<file path="src/get_pkg.sv">
`timescale 1ns / 1ps
// ----------------------------------------------------------------------------
// get_pkg
// Shared types and constants of the gradient edge threshold unit.
// ----------------------------------------------------------------------------
package get_pkg;

    localparam int PIX_W     = 8;
    localparam int CFG_W     = 10;
    localparam int CFG_AW    = 1;
    localparam int SQ_W      = 16;
    localparam int SUM_W     = 17;
    localparam int ROOT_W    = 9;
    localparam int SQRT_STG  = 9;
    localparam int CFG_SIZE_RST = 512;

    localparam logic OP_LOAD = 1'b0;
    localparam logic OP_READ = 1'b1;

    localparam logic [CFG_AW-1:0] REG_ROWS = 1'b0;
    localparam logic [CFG_AW-1:0] REG_COLS = 1'b1;

    localparam logic [PIX_W-1:0] LEVEL_EDGE = 8'h00;
    localparam logic [PIX_W-1:0] LEVEL_BG   = 8'hFF;
    localparam logic [PIX_W-1:0] MAG_SAT    = 8'hFF;
    localparam logic [PIX_W-1:0] MIN_RST    = 8'hFF;
    localparam logic [PIX_W-1:0] MAX_RST    = 8'h00;

    typedef struct packed {
        logic is_read;
        logic interior;
        logic last;
    } t_item_ctl;

    typedef struct packed {
        logic [PIX_W-1:0] pixel;
        logic [PIX_W-1:0] above;
        logic [PIX_W-1:0] left;
    } t_item_pix;

    typedef struct packed {
        logic full;
        logic almost_full;
    } t_fifo_status;

endpackage

</file>
<file path="src/get_fifo.sv">
`timescale 1ns / 1ps
// ----------------------------------------------------------------------------
// get_fifo
// Short show-ahead queue between the front and the back.
// ----------------------------------------------------------------------------
module get_fifo #(
    parameter int WIDTH = 32,
    parameter int DEPTH = 4
) (
    input  logic                 i_clk,
    input  logic                 i_rst_n,
    input  logic                 i_push,
    input  logic [WIDTH-1:0]     i_data,
    input  logic                 i_pop,
    output logic [WIDTH-1:0]     o_data,
    output logic                 o_empty,
    output get_pkg::t_fifo_status o_status
);
    import get_pkg::*;

    localparam int PW = $clog2(DEPTH);
    localparam int CW = $clog2(DEPTH + 1);

    logic [WIDTH-1:0] r_mem [DEPTH];
    logic [PW-1:0]    r_wr_ptr;
    logic [PW-1:0]    r_rd_ptr;
    logic [CW-1:0]    r_count;
    logic             do_pop;

    assign do_pop = i_pop && (r_count != '0);

    always_ff @(posedge i_clk) begin
        if (!i_rst_n) begin
            r_wr_ptr <= '0;
            r_rd_ptr <= '0;
            r_count  <= '0;
        end else begin
            if (i_push) begin
                r_wr_ptr <= (r_wr_ptr == PW'(DEPTH - 1)) ? '0 : r_wr_ptr + 1'b1;
            end
            if (do_pop) begin
                r_rd_ptr <= (r_rd_ptr == PW'(DEPTH - 1)) ? '0 : r_rd_ptr + 1'b1;
            end
            if (i_push && !do_pop) begin
                r_count <= r_count + 1'b1;
            end else if (!i_push && do_pop) begin
                r_count <= r_count - 1'b1;
            end
        end
    end

    always_ff @(posedge i_clk) begin
        if (i_push) begin
            r_mem[r_wr_ptr] <= i_data;
        end
    end

    assign o_data               = r_mem[r_rd_ptr];
    assign o_empty              = (r_count == '0);
    assign o_status.full        = (r_count >= CW'(DEPTH));
    assign o_status.almost_full = (r_count >= CW'(DEPTH - 1));

endmodule

</file>
<file path="config.mk">
export PLATFORM = sky130hd
export DESIGN_NAME = get_fifo
export DESIGN_NICKNAME = d
export VERILOG_FILES = /design/src/get_pkg.sv /design/src/get_fifo.sv
export SDC_FILE = /design/constraint.sdc
export NUM_CORES = 1
export LEC_CHECK = 0
export ABC_AREA = 1
export BUFFER_PORTS_ARGS = -buffer_cell sky130_fd_sc_hd__buf_2
export CAP_MARGIN = 20
export CORE_ASPECT_RATIO = 2
export CORE_MARGIN = 8
export CORE_UTILIZATION = 30
export DETAILED_ROUTE_END_ITERATION = 10
export PLACE_DENSITY = 0.49
export SYNTH_ARGS = -nofsm -noshare
export SYNTH_HDL_FRONTEND = slang
export SYNTH_SLANG_ARGS = --single-unit
</file>
<file path="constraint.sdc">
create_clock -name i_clk -period 4.3 [get_ports i_clk]
set_input_delay 0.215 -clock i_clk [delete_from_list [all_inputs] [get_ports i_clk]]
set_output_delay 0.215 -clock i_clk [all_outputs]
set_load 0.05 [all_outputs]
</file>
==> out/summary.txt <==
FLOORPLAN
--------------------------------------------------------------------------------------
Die Area ................................................................    22300 µm²
Num ports ...............................................................           71
Starting density of the core ............................................        30.6%
Die Width ...............................................................       110 µm
Number of cell rows .....................................................           68
Die Y ...................................................................       203 µm
Core region area ........................................................    17200 µm²

STA
--------------------------------------------------------------------------------------
Final count of hold timing violations ...................................            0
Timing-limited maximum frequency ........................................      422 MHz
Unrepaired setup endpoints after global routing .........................        false
Fin crit share ..........................................................        55.1%
Worst clock skew ........................................................   0.00494 ns
Hold slack final ........................................................    0.0220 ns
Slew Limit Fails ........................................................            0
Min cycle time layout ...................................................      2.37 ns
Worst slew margin relative to its limit .................................        42.5%
Sum Neg Setup Slack .....................................................         0 ns
Slew at the pin closest to its max-slew limit ...........................     0.863 ns
Setup-violating endpoint count in the final report ......................            0

ROUTING
--------------------------------------------------------------------------------------
Detailed-routing wirelength on met1 .....................................      4540 µm
Average wire per cell in the routed design ..............................      18.1 µm
First-pass iteration count of the detailed router .......................            4
Remaining number of nets flagged by the antenna check after routing .....            0
Sum of met3 wire segment lengths after detailed routing .................       686 µm
Detailed route wirelength on metal2 .....................................      6690 µm
Via density per instance ................................................         4.74
Uppermost layer routed ..................................................         met5
Routed wire length ......................................................     12200 µm
Initial drt markers .....................................................          145
Number of remaining DRC errors ..........................................            0
Routed via count ........................................................         3192

YOSYS
--------------------------------------------------------------------------------------
Post-Synthesis Cells ....................................................          373
Synth unique cells ......................................................           21
Synthesized net count ...................................................          416
Seq cells post-synth ....................................................          137
Mean instance size in the synthesized netlist ...........................     14.1 µm²
Yosys warnings ..........................................................            0
Post-synthesis instance area ............................................     5260 µm²
Seq/Total Area, Yosys ...................................................        76.5%

FINAL LAYOUT
--------------------------------------------------------------------------------------
Commonest cells after routing, fill and taps aside ...................... edfxtp_1, nor2_1, buf_2
Final design instance area without fill .................................     6460 µm²
Layout Area Growth over Synthesis .......................................        23.0%
Post-layout nets ........................................................          493
Layout cells sized above 1 ..............................................        23.8%
Most common cell after layout, fill and taps aside ......................     edfxtp_1

SETUP PATH
--------------------------------------------------------------------------------------
CP peak stage delay .....................................................      0.46 ns
Required time reported for the critical path endpoint ...................      4.09 ns
Critical Path End .......................................................   o_data[28]
Worst reg2reg setup slack ...............................................      2.50 ns
CP max stage cell .......................................................      dfxtp_2
CP startpoint kind ......................................................     register
Number of cell instances on the worst register-to-register path .........           12
Critical path arrival ...................................................      2.15 ns
Setup Crit Path Kind ....................................................      reg2out
Reg-to-reg critical path endpoint ....................................... r_count[2]$_SDFFE_PN0P_
Reg-to-reg critical path startpoint ..................................... r_count[0]$_SDFFE_PN0P_
Crit Path Max Fanout ....................................................           64
Endpoint type of the worst setup path ...................................  output port
Critical path cell sequence ............................................. buf_12 -> inv_8 -> nor2_1 -> o22ai_1 -> buf_2

CTS
--------------------------------------------------------------------------------------
Worst-path clk slew .....................................................      0.06 ns
Number of buffers inserted by post-CTS setup repair .....................            0
Total number of clock tree sinks ........................................          137
Number of buffers created by CTS ........................................           17
H-Tree Depth ............................................................            4
Clock root buffer .......................................................    clkbuf_16
CTS tree ................................................................         done
Cts hold-fix bufs .......................................................            5
Bufs on Longest Clock Path ..............................................            2
# resized after CTS .....................................................            0
Insertion delay to the later sink of the worst-skew pair ................      0.41 ns

GLOBAL ROUTE
--------------------------------------------------------------------------------------
Global-route wire length before repair ..................................     19200 µm
Total gr overflow .......................................................            0
Maximum number of pins on one net before global-route repair ............           65
Global-route usage over all layers ......................................        11.7%
Initial antenna violation count .........................................            2
Number of global-route vias before repair ...............................         3559

POWER
--------------------------------------------------------------------------------------
Worst VDD drop ..........................................................   0.000333 V
P_leak ..................................................................      2.35 nW
Power density over the cells ............................................   677 nW/µm²

PLACED DESIGN
--------------------------------------------------------------------------------------
Standard cell area after detailed placement .............................     5740 µm²
Weighted congestion reported at the end of routability-driven placement .        0.706
DP Wirelength ...........................................................      7300 µm
Count of buffers from port buffering ....................................           70

OUTCOME
--------------------------------------------------------------------------------------
Result of the run ....................................................... finished, final reports clean

JOB
--------------------------------------------------------------------------------------
Max-cap viol count ......................................................            0

WORST HOLD PATH
--------------------------------------------------------------------------------------
Worst hold path type ....................................................       in2reg

-- power breakdown --
part | total, W | internal (W) | switching [W]
Combinational | 0.00124 | 0.000274 | 0.000968
Sequential | 0.00159 | 0.00154 | 0.0000457
Clock | 0.00155 | 0.00101 | 0.000537
-- sequential cells by signal (all words and copies together) (netlist names), named ones only --
name      count
r_mem       128
r_rd_ptr      2
r_count       3
r_wr_ptr      2
-- cell type report --
cell class / count / area (µm²)
well taps: 210 / 263
clock buffers: 27 / 632
diodes: 1 / 2.50
flip-flops and latches: 137 / 4030
fillers: 1651 / 10700
inverters: 17 / 71.3
multi-input cells: 199 / 1000
clock inverters: 5 / 32.5
repair buffers: 78 / 438
-- Yosys cell counts --
cell type    n  area (µm²)
nand2_1     13        48.8
nand4_1      1        6.26
a21oi_1      5        25.0
inv_8        1        11.3
buf_2        6        30.0
nor2_1      70         263
inv_2        1        3.75
o21ai_1     28         140
ha_1         6        75.1
o211a_1      1        10.0
clkbuf_1     2        7.51
nand3_1      1        5.00
buf_6        9         101
o22ai_1     32         200
buf_4        3        22.5
dfxtp_1      9         180
inv_1       15        56.3
o21ai_0     40         200
edfxtp_1   128        3840
nand3b_1     1        7.51
fa_1         1        20.0
-- worst max-delay path: cells and delay by family (launching register included) --
kind / cells / cell delay, ns
buf+inv: 3 / 0.88
flops: 1 / 0.46
compound gates: 1 / 0.29
simple gates: 1 / 0.08
-- metal layers --
metal	up-vias	track usage, %
met3	16	4.52
met2	65	20.8
met1	1574	11.3
met4	2	5.49
li1	1535	-
met5	-	0
-- stage by stage --
step / instances / power [W] / utilization, % / worst slack [ns]
2_1_floorplan: 373 / 0.00258 / - / 2.63
3_3_place_gp: 634 / 0.00284 / 33.3 / 1.98
3_5_place_dp: 635 / 0.00287 / 33.4 / 2.37
4_1_cts: 672 / 0.00443 / 37.5 / 1.92
5_1_grt: 674 / 0.00458 / 37.6 / 1.84
6_report: 674 / 0.00438 / 37.6 / 1.93
-- cell families (layout without fill, tap and decap cells) --
| logic type | after synthesis | after routing | share of synthesized area, % |
|---|---|---|---|
| buffers and inverters | 37 | 127 | 4.43 |
| other | 0 | 1 | 0 |
| AO/OA/AOI/OAI | 106 | 106 | 10.9 |
| AND/OR/NAND/NOR | 86 | 86 | 6.28 |
| adder cells (fa/ha/maj) | 7 | 7 | 1.81 |
| flip-flops | 137 | 137 | 76.5 |
-- worst min-delay path by stage --
stage	slack (ns)	end	cells past startpoint	from
after CTS	0.0008	r_mem[1][1]$_DFFE_PP_	1	i_data[1]
after detailed placement	0.43	r_mem[0][6]$_DFFE_PP_	1	i_data[6]
after global routing	0.004	r_mem[3][31]$_DFFE_PP_	1	i_data[31]
final	0.02	r_mem[0][23]$_DFFE_PP_	1	i_data[23]
after floorplan	0.31	r_mem[0][0]$_DFFE_PP_	0	i_data[0]
after global placement	0.43	r_mem[0][6]$_DFFE_PP_	1	i_data[6]
(Power assumes the default switching activity.)
